## src/rtl/rse_pkg.sv

```systemverilog
// Shared types, constants and helpers for the range shorthand expander.
// Used by rse_ctrl, rse_datapath and range_shorthand_expander_core; no dependencies.
`default_nettype none

package rse_pkg;

    localparam logic [7:0] DASH_CHAR = 8'h2D;

    // character classes
    localparam logic [1:0] CLS_NONE  = 2'd0;
    localparam logic [1:0] CLS_LOWER = 2'd1;
    localparam logic [1:0] CLS_UPPER = 2'd2;
    localparam logic [1:0] CLS_DIGIT = 2'd3;

    // controller -> datapath
    typedef struct packed {
        logic load;       // take a new input character
        logic step;       // advance the run counter
        logic emit_dash;  // output mux selects the dash
    } t_dp_cmd;

    // datapath -> controller
    typedef struct packed {
        logic dec_need_dash;  // item starts with a released dash
        logic dec_has_run;    // item emits a run (one or more characters)
        logic dec_flush;      // item ends with a flushed dash
        logic run_done;       // current run character is the last one
        logic flush_pending;  // registered flush for the item in progress
    } t_dp_stat;

    function automatic logic [1:0] char_class(input logic [7:0] c);
        logic [1:0] cls;
        cls = CLS_NONE;
        if (c >= 8'h61 && c <= 8'h7A) begin
            cls = CLS_LOWER;
        end else if (c >= 8'h41 && c <= 8'h5A) begin
            cls = CLS_UPPER;
        end else if (c >= 8'h30 && c <= 8'h39) begin
            cls = CLS_DIGIT;
        end
        return cls;
    endfunction

endpackage

`default_nettype wire

```

## src/rtl/rse_datapath.sv

```systemverilog
// Datapath: range tracking state, run counter and output character mux.
// Depends on rse_pkg.
`default_nettype none

module rse_datapath
    import rse_pkg::*;
(
    input  wire logic       i_clk,
    input  wire logic       i_rst_n,
    input  wire t_dp_cmd    i_cmd,
    input  wire logic [7:0] i_in_char,
    input  wire logic       i_in_last,
    output t_dp_stat        o_stat,
    output logic [7:0]      o_out_char
);

    logic [7:0] r_prev_char, n_prev_char;
    logic       r_can_start, n_can_start;
    logic       r_dash_held, n_dash_held;
    logic [7:0] r_cur, n_cur;
    logic [7:0] r_end, n_end;
    logic       r_flush, n_flush;

    logic [1:0] cls_prev;
    logic [1:0] cls_x;
    logic       is_range;
    logic       is_hold;

    always_comb begin
        cls_prev = char_class(r_prev_char);
        cls_x    = char_class(i_in_char);
        is_range = r_dash_held && (cls_prev != CLS_NONE) && (cls_prev == cls_x)
                   && (r_prev_char < i_in_char);
        is_hold  = !r_dash_held && (i_in_char == DASH_CHAR) && r_can_start;
    end

    always_comb begin
        n_prev_char = r_prev_char;
        n_can_start = r_can_start;
        n_dash_held = r_dash_held;
        n_cur       = r_cur;
        n_end       = r_end;
        n_flush     = r_flush;
        if (i_cmd.load) begin
            n_end   = i_in_char;
            n_cur   = is_range ? r_prev_char + 8'd1 : i_in_char;
            n_flush = is_hold && i_in_last;
            if (i_in_last) begin
                n_prev_char = '0;
                n_can_start = 1'b0;
                n_dash_held = 1'b0;
            end else if (is_range) begin
                n_can_start = 1'b0;
                n_dash_held = 1'b0;
            end else if (is_hold) begin
                n_dash_held = 1'b1;
            end else begin
                n_prev_char = i_in_char;
                n_can_start = (cls_x != CLS_NONE);
                n_dash_held = 1'b0;
            end
        end else if (i_cmd.step) begin
            n_cur = r_cur + 8'd1;
        end
    end

    always_ff @(posedge i_clk) begin
        if (!i_rst_n) begin
            r_prev_char <= '0;
            r_can_start <= 1'b0;
            r_dash_held <= 1'b0;
            r_flush     <= 1'b0;
        end else begin
            r_prev_char <= n_prev_char;
            r_can_start <= n_can_start;
            r_dash_held <= n_dash_held;
            r_flush     <= n_flush;
        end
    end

    always_ff @(posedge i_clk) begin
        r_cur <= n_cur;
        r_end <= n_end;
    end

    always_comb begin
        o_stat.dec_need_dash = r_dash_held && !is_range;
        o_stat.dec_has_run   = !is_hold;
        o_stat.dec_flush     = is_hold && i_in_last;
        o_stat.run_done      = (r_cur == r_end);
        o_stat.flush_pending = r_flush;
        o_out_char           = i_cmd.emit_dash ? DASH_CHAR : r_cur;
    end

endmodule

`default_nettype wire

```

## src/rtl/rse_ctrl.sv

```systemverilog
// Controller: sequences leading dash, run characters and flushed dash per item.
// Depends on rse_pkg.
`default_nettype none

module rse_ctrl
    import rse_pkg::*;
(
    input  wire logic     i_clk,
    input  wire logic     i_rst_n,
    input  wire logic     i_in_valid,
    output logic          o_in_stall,
    output logic          o_out_valid,
    input  wire logic     i_out_stall,
    output logic          o_run_last,
    output logic          o_string_end,
    input  wire t_dp_stat i_stat,
    input  wire logic     i_last_item,
    output t_dp_cmd       o_cmd
);

    localparam logic [1:0] S_IDLE  = 2'd0;
    localparam logic [1:0] S_DASH  = 2'd1;
    localparam logic [1:0] S_RUN   = 2'd2;
    localparam logic [1:0] S_FLUSH = 2'd3;

    logic [1:0] r_state, n_state;
    logic       r_last, n_last;
    logic       out_xfer;

    assign out_xfer = o_out_valid && !i_out_stall;

    always_comb begin
        n_state        = r_state;
        n_last         = r_last;
        o_cmd          = '0;
        o_in_stall     = 1'b1;
        o_out_valid    = 1'b0;
        o_run_last     = 1'b0;
        case (r_state)
            S_IDLE: begin
                o_in_stall = 1'b0;
                if (i_in_valid) begin
                    o_cmd.load = 1'b1;
                    n_last     = i_last_item;
                    if (i_stat.dec_need_dash) begin
                        n_state = S_DASH;
                    end else if (i_stat.dec_has_run) begin
                        n_state = S_RUN;
                    end else if (i_stat.dec_flush) begin
                        n_state = S_FLUSH;
                    end
                end
            end
            S_DASH: begin
                o_out_valid     = 1'b1;
                o_cmd.emit_dash = 1'b1;
                if (out_xfer) begin
                    n_state = S_RUN;
                end
            end
            S_RUN: begin
                o_out_valid = 1'b1;
                o_run_last  = i_stat.run_done && !i_stat.flush_pending;
                if (out_xfer) begin
                    if (i_stat.run_done) begin
                        n_state = i_stat.flush_pending ? S_FLUSH : S_IDLE;
                    end else begin
                        o_cmd.step = 1'b1;
                    end
                end
            end
            S_FLUSH: begin
                o_out_valid     = 1'b1;
                o_cmd.emit_dash = 1'b1;
                o_run_last      = 1'b1;
                if (out_xfer) begin
                    n_state = S_IDLE;
                end
            end
            default: begin
                n_state = S_IDLE;
            end
        endcase
        o_string_end = o_run_last && r_last;
    end

    always_ff @(posedge i_clk) begin
        if (!i_rst_n) begin
            r_state <= S_IDLE;
            r_last  <= 1'b0;
        end else begin
            r_state <= n_state;
            r_last  <= n_last;
        end
    end

    a_flush_to_idle: assert property (@(posedge i_clk) disable iff (!i_rst_n)
        (r_state == S_FLUSH && out_xfer) |=> (r_state == S_IDLE))
        else $error("flush transfer did not return to idle");

    a_run_after_dash: assert property (@(posedge i_clk) disable iff (!i_rst_n)
        (r_state == S_DASH && out_xfer) |=> (r_state == S_RUN))
        else $error("released dash not followed by a run");

    a_end_is_last: assert property (@(posedge i_clk) disable iff (!i_rst_n)
        o_string_end |-> (o_run_last && o_out_valid))
        else $error("string end without run last");

    a_flush_state_pending: assert property (@(posedge i_clk) disable iff (!i_rst_n)
        (r_state == S_FLUSH) |-> i_stat.flush_pending)
        else $error("flush state without a pending flush");

endmodule

`default_nettype wire

```

## src/rtl/range_shorthand_expander_core.sv

```systemverilog
// Top level of the range shorthand expander: controller plus datapath.
// Depends on rse_pkg, rse_ctrl and rse_datapath.
`default_nettype none

// Streams 8-bit characters and writes out ranges such as a-d, B-F or 2-7 in
// full (a b c d). A range forms only when both ends are lowercase, both
// uppercase or both digits and the start is below the end; otherwise the dash
// and characters pass unchanged. A dash after a character that can start a
// range is held until the next character decides, and a held dash is flushed
// after an item with i_in_last set. The end of a range cannot start another
// range, so "a-c-e" gives "abc-e". Timing: the block works on one item at a
// time and holds the input stalled until the item is done. An accepted item
// emits its results at one transfer per cycle while the output is not stalled
// (a released dash, the character or range run, a flushed dash); a held dash
// that yields nothing emits no result. The run counter in the datapath steps
// through each run. o_run_last marks the last result of each item and
// o_string_end the last result of a string.
module range_shorthand_expander_core
    import rse_pkg::*;
(
    input  wire logic       i_clk,
    input  wire logic       i_rst_n,
    input  wire logic       i_in_valid,
    output logic            o_in_stall,
    input  wire logic [7:0] i_in_char,
    input  wire logic       i_in_last,
    output logic            o_out_valid,
    input  wire logic       i_out_stall,
    output logic [7:0]      o_out_char,
    output logic            o_run_last,
    output logic            o_string_end
);

    t_dp_cmd  dp_cmd;
    t_dp_stat dp_stat;

    // sequencing: idle / released dash / run / flushed dash
    rse_ctrl u_ctrl (
        .i_clk        (i_clk),
        .i_rst_n      (i_rst_n),
        .i_in_valid   (i_in_valid),
        .o_in_stall   (o_in_stall),
        .o_out_valid  (o_out_valid),
        .i_out_stall  (i_out_stall),
        .o_run_last   (o_run_last),
        .o_string_end (o_string_end),
        .i_stat       (dp_stat),
        .i_last_item  (i_in_last),
        .o_cmd        (dp_cmd)
    );

    // range decision, tracking state and the run counter
    rse_datapath u_datapath (
        .i_clk      (i_clk),
        .i_rst_n    (i_rst_n),
        .i_cmd      (dp_cmd),
        .i_in_char  (i_in_char),
        .i_in_last  (i_in_last),
        .o_stat     (dp_stat),
        .o_out_char (o_out_char)
    );

endmodule

`default_nettype wire
```

## config.mk

```make
export PLATFORM = sky130hd
export DESIGN_NAME = range_shorthand_expander_core
export DESIGN_NICKNAME = d
export VERILOG_FILES = /design/src/rtl/rse_pkg.sv /design/src/rtl/rse_datapath.sv /design/src/rtl/rse_ctrl.sv /design/src/rtl/range_shorthand_expander_core.sv
export SDC_FILE = /design/constraint.sdc
export NUM_CORES = 1
export LEC_CHECK = 0
export ABC_AREA = 1
export BUFFER_PORTS_ARGS = -buffer_cell sky130_fd_sc_hd__buf_2
export CAP_MARGIN = 30
export CELL_PAD_IN_SITES_DETAIL_PLACEMENT = 0
export CELL_PAD_IN_SITES_GLOBAL_PLACEMENT = 1
export CORE_UTILIZATION = 30
export CTS_BUF_LIST = sky130_fd_sc_hd__clkbuf_8
export DETAILED_ROUTE_END_ITERATION = 16
export PLACE_DENSITY_LB_ADDON = 0.1
export REMOVE_ABC_BUFFERS = 1
export SYNTH_ARGS = -nofsm -noshare
export SYNTH_HDL_FRONTEND = slang
export SYNTH_SLANG_ARGS = --single-unit
```

## constraint.sdc

```tcl
create_clock -name i_clk -period 2.7 [get_ports i_clk]
set_input_delay 0 -clock i_clk [delete_from_list [all_inputs] [get_ports i_clk]]
set_output_delay 0 -clock i_clk [all_outputs]
set_load 0.02 [all_outputs]
```

==> reports/qor.log <==
qor: outcome.status complete, no violations
qor: global_routing.via_count_of_the_first_global_routing_pass 1981
qor: setup_path.cp_buf_inv_count 2
qor: global_routing.grtUsageTotal 17.06%
qor: global_routing.first_pass_grt_wire_length 10140 um
qor: timing.slew_headroom 72.00%
qor: route.detailedRoute.firstIterationViolations 103
qor: power.static_leakage 1.237 nW
qor: logic_synthesis.post_synth_instance_area 2307 um2
qor: setup_path.rrSetupSlack 0.60 ns
qor: setup_path.critical_path.max_stage_delay 0.45 ns
qor: timing.setup_total_negative_slack 0 ns
qor: logic_synthesis.synth_top_cells_by_count nand2_1 (79), inv_1 (38), nor2_1 (33)
qor: min_path.min-delay-path-class in -> reg
qor: global_routing.grt_max_degree 19
qor: timing.finalHoldViolations 0
qor: logic_synthesis.synthFlopType edfxtp_1
qor: setup_path.worstPathMaxFanout 18
qor: clocking.post_cts.repair.setup_buffers 0
qor: global_routing.globalRouteOverflowTotal 0
qor: floorplanning.dieWidth 89.70 um
qor: logic_synthesis.ys_top_cells_by_area edfxtp_1 (21%), nand2_1 (13%), dfxtp_1 (12%)
qor: setup_path.worst_path_most_repeated_cell nand2_1
qor: timing.finalCriticalPeriod 2.101 ns
qor: setup_path.r2r.worst_path.cells 13
qor: timing.achievable-frequency 476.1 MHz
qor: power.seq_power_share 34.7%
qor: route.drcViolationCount 0
qor: clocking.htree_levels 2
qor: global_routing.groute.layer.met1.usage 21.70%
qor: logic_synthesis.yosys_top_cell_area_share 20.82%
qor: power.switchingPower 0.9353 mW
qor: global_routing.top_usage_layer met2
qor: clocking.root_buffer clkbuf_8
qor: timing.grt_setup_unrepaired no
qor: setup_path.crit_arrival 2.12 ns
qor: logic_synthesis.yosysWarningCount 0
qor: clocking.clock_tree_from_tritoncts done
qor: place.hpwl 5110 um
qor: route.drt_wl_total 6313 um
qor: min_path.worstHoldPathCells 1
qor: route.final_antenna_net_count 0
qor: logic_synthesis.synth_async_sr_flop_share 0%
qor: power.fin_total_pwr 2.246 mW
qor: clocking.cts_buffer_depth 2
qor: min_path.holdPathEnd u_datapath.r_end[2]$_DFFE_PP_
qor: setup_path.cp-end-kind flip-flop
qor: setup_path.capture_instance_of_the_worst_register_to_register_path u_datapath.r_cur[2]$_DFFE_PP_
qor: setup_path.r2r-start u_datapath.r_prev_char[1]$_SDFFE_PN0P_
qor: power.power.share.clock 20.5%
qor: floorplanning.num_rows 31
qor: route.viasPerCell 4.658
qor: logic_synthesis.most_common_cell_in_the_synthesized_netlist nand2_1
qor: route.mean_routed_wirelength_per_cell 13.66 um
qor: timing.drv_slew 0
qor: logic_synthesis.ys_ff_latch 30
qor: global_routing.met2_resource_use_gr 30.03%
qor: setup_path.cp.required 2.72 ns
qor: setup_path.cp_top_family simple AND/OR/NAND/NOR gates
qor: power.power.density 846.2 nW/um2
qor: logic_synthesis.post_synth_inst_count 334
qor: floorplanning.core_area 7331 um2
qor: logic_synthesis.number_of_synthesized_flops_with_an_enable_pin 16
qor: clocking.cts_inserted_buffers 5
qor: floorplanning.die_area 8045 um2
qor: floorplanning.boundaryPins 25
qor: logic_synthesis.yosysSeqAreaShare 32.97%
qor: place.gp_congestion 0.7698
qor: timing.clk_skew 0.01453 ns
qor: setup_path.critical-path-slowest-cell dfxtp_1
qor: run.cap_violations 0
qor: logic_synthesis.avgSynthCellArea 6.908 um2
qor: place.place.port_buffers 24
qor: power.pwr-share-comb 44.8%
qor: logic_synthesis.synth_cell_types 37
qor: clocking.cts.repair.resized 0
qor: power.power_report.internal_total 1.310 mW
qor: layout.area_growth_syn_to_layout 15.02%
qor: timing.timing.final.crit_share 77.80%
qor: floorplanning.chipHeight 89.70 um
qor: setup_path.worst-setup-path-type reg -> reg
qor: floorplanning.initial_utilization 31.47%
qor: clocking.hold_buffers 1
qor: clocking.path_clk_slew 0.07 ns
qor: global_routing.grt_antenna_before_repair 0
qor: layout.antenna-diode-count 0
qor: route.routed-via-count 2152
qor: layout.nNetsFinal 386
qor: power.peakVddDrop 0.2134 mV
qor: timing.worst-slew-pin-transition 0.4162 ns
qor: clocking.clk-insertion-delay-late 0.28 ns
qor: timing.timing.final.setup_violations 0
qor: route.drt_pass1_iterations 4
qor: setup_path.crit_path_cell_trace inv_1 > ha_1 > nor3b_1 > nand2_1 > nand3_1 > nand2_2 > nand2_1 > nand2_1 > nand3_2 > inv_2 > nand2_4 > o21ai_0 > o21ai_0
qor: power.switching_share 41.65%
qor: global_routing.gr-usage-met3 2.559%
qor: min_path.hold_path_startpoint i_in_char[2]
qor: logic_synthesis.synth.largest_area_cell edfxtp_1
qor: setup_path.worst_setup_path_start_kind flip-flop
qor: layout.post_route_cells_drive_above_1_share 18.73%
qor: clocking.clkSinkCount 30
[routing by layer]
layer	share of wire, %	wire, um
met2	49	3118
met3	1.4	86
met1	48	3010
met5	0	0
met4	1.5	97
[power groups by stage]
stage	sequential, mW	combinational (mW)	clock, mW
6_report	0.780	1.01	0.460
4_1_cts	0.780	1.02	0.473
3_3_place_gp	0.789	1.02	0
3_5_place_dp	0.790	1.01	0
2_1_floorplan	0.754	0.722	0
5_1_grt	0.799	1.16	0.491
[stage by stage]
stage          utilization, %  hold slack (ns)  instances  instance area [um2]  setup slack (ns)
2_1_floorplan               -          0.09887        326                 2253            0.7374
3_3_place_gp            34.48           0.2830        453                 2527            0.6614
6_report                36.20          0.02995        462                 2654            0.5994
4_1_cts                 36.20          0.01275        462                 2654            0.5825
5_1_grt                 36.20         0.009791        462                 2654            0.3037
3_5_place_dp            34.48           0.2827        453                 2527            0.6056
[worst max-delay path by stage]
stage	start	to	slack [ns]	cells past startpoint
2_1_floorplan	u_datapath.r_cur[3]$_DFFE_PP_	u_datapath.r_cur[0]$_DFFE_PP_	0.74	7
3_3_place_gp	u_datapath.r_prev_char[1]$_SDFFE_PN0P_	u_datapath.r_cur[2]$_DFFE_PP_	0.66	13
3_5_place_dp	u_datapath.r_prev_char[0]$_SDFFE_PN0P_	u_datapath.r_cur[2]$_DFFE_PP_	0.61	12
4_1_cts	u_datapath.r_prev_char[1]$_SDFFE_PN0P_	u_datapath.r_cur[2]$_DFFE_PP_	0.58	12
5_1_grt	u_datapath.r_prev_char[1]$_SDFFE_PN0P_	u_datapath.r_cur[4]$_DFFE_PP_	0.30	13
6_report	u_datapath.r_prev_char[1]$_SDFFE_PN0P_	u_datapath.r_cur[2]$_DFFE_PP_	0.60	13
[registers in the layout (all words and copies together) (netlist names)]
signal                  flops
u_datapath.r_prev_char      8
u_ctrl.r_state              2
u_datapath.r_can_start      1
u_datapath.r_dash_held      1
u_datapath.r_flush          1
u_datapath.r_cur            8
u_ctrl.r_last               1
u_datapath.r_end            8
[cell usage in the layout, fill, tap and decap left out, types with 2 or more instances in the layout]
master / count
nand2_1: 79
inv_1: 39
nor2_1: 33
nand3_1: 25
buf_2: 24
a21oi_1: 22
o21ai_0: 18
edfxtp_1: 16
dfxtp_1: 14
nand4_1: 12
ha_1: 11
nand2_2: 8
or2_2: 8
inv_2: 6
clkbuf_8: 6
nor3_1: 5
xor2_1: 5
buf_4: 4
clkinv_1: 3
nand3_2: 3
a211oi_1: 3
nor3_2: 2
a21oi_2: 2
[final cells by class]
class / count / area [um2]
multi-input cells: 249 / 1316
clock buffers: 6 / 82.58
inverters: 47 / 176.4
repair buffers: 29 / 160.2
clock inverters: 2 / 33.78
well taps: 99 / 123.9
flip-flops and latches: 30 / 760.7
fillers: 803 / 4677
[cells by family after synthesis]
family / after synthesis / share of synthesized area (%)
AO/OA/AOI/OAI: 51 / 12.20
XOR/XNOR: 5 / 1.898
adder cells (fa/ha/maj): 11 / 5.965
buffers and inverters: 55 / 9.978
flip-flops: 30 / 32.97
AND/OR/NAND/NOR: 182 / 36.99
No activity file was read; power rests on OpenSTA's default activity.
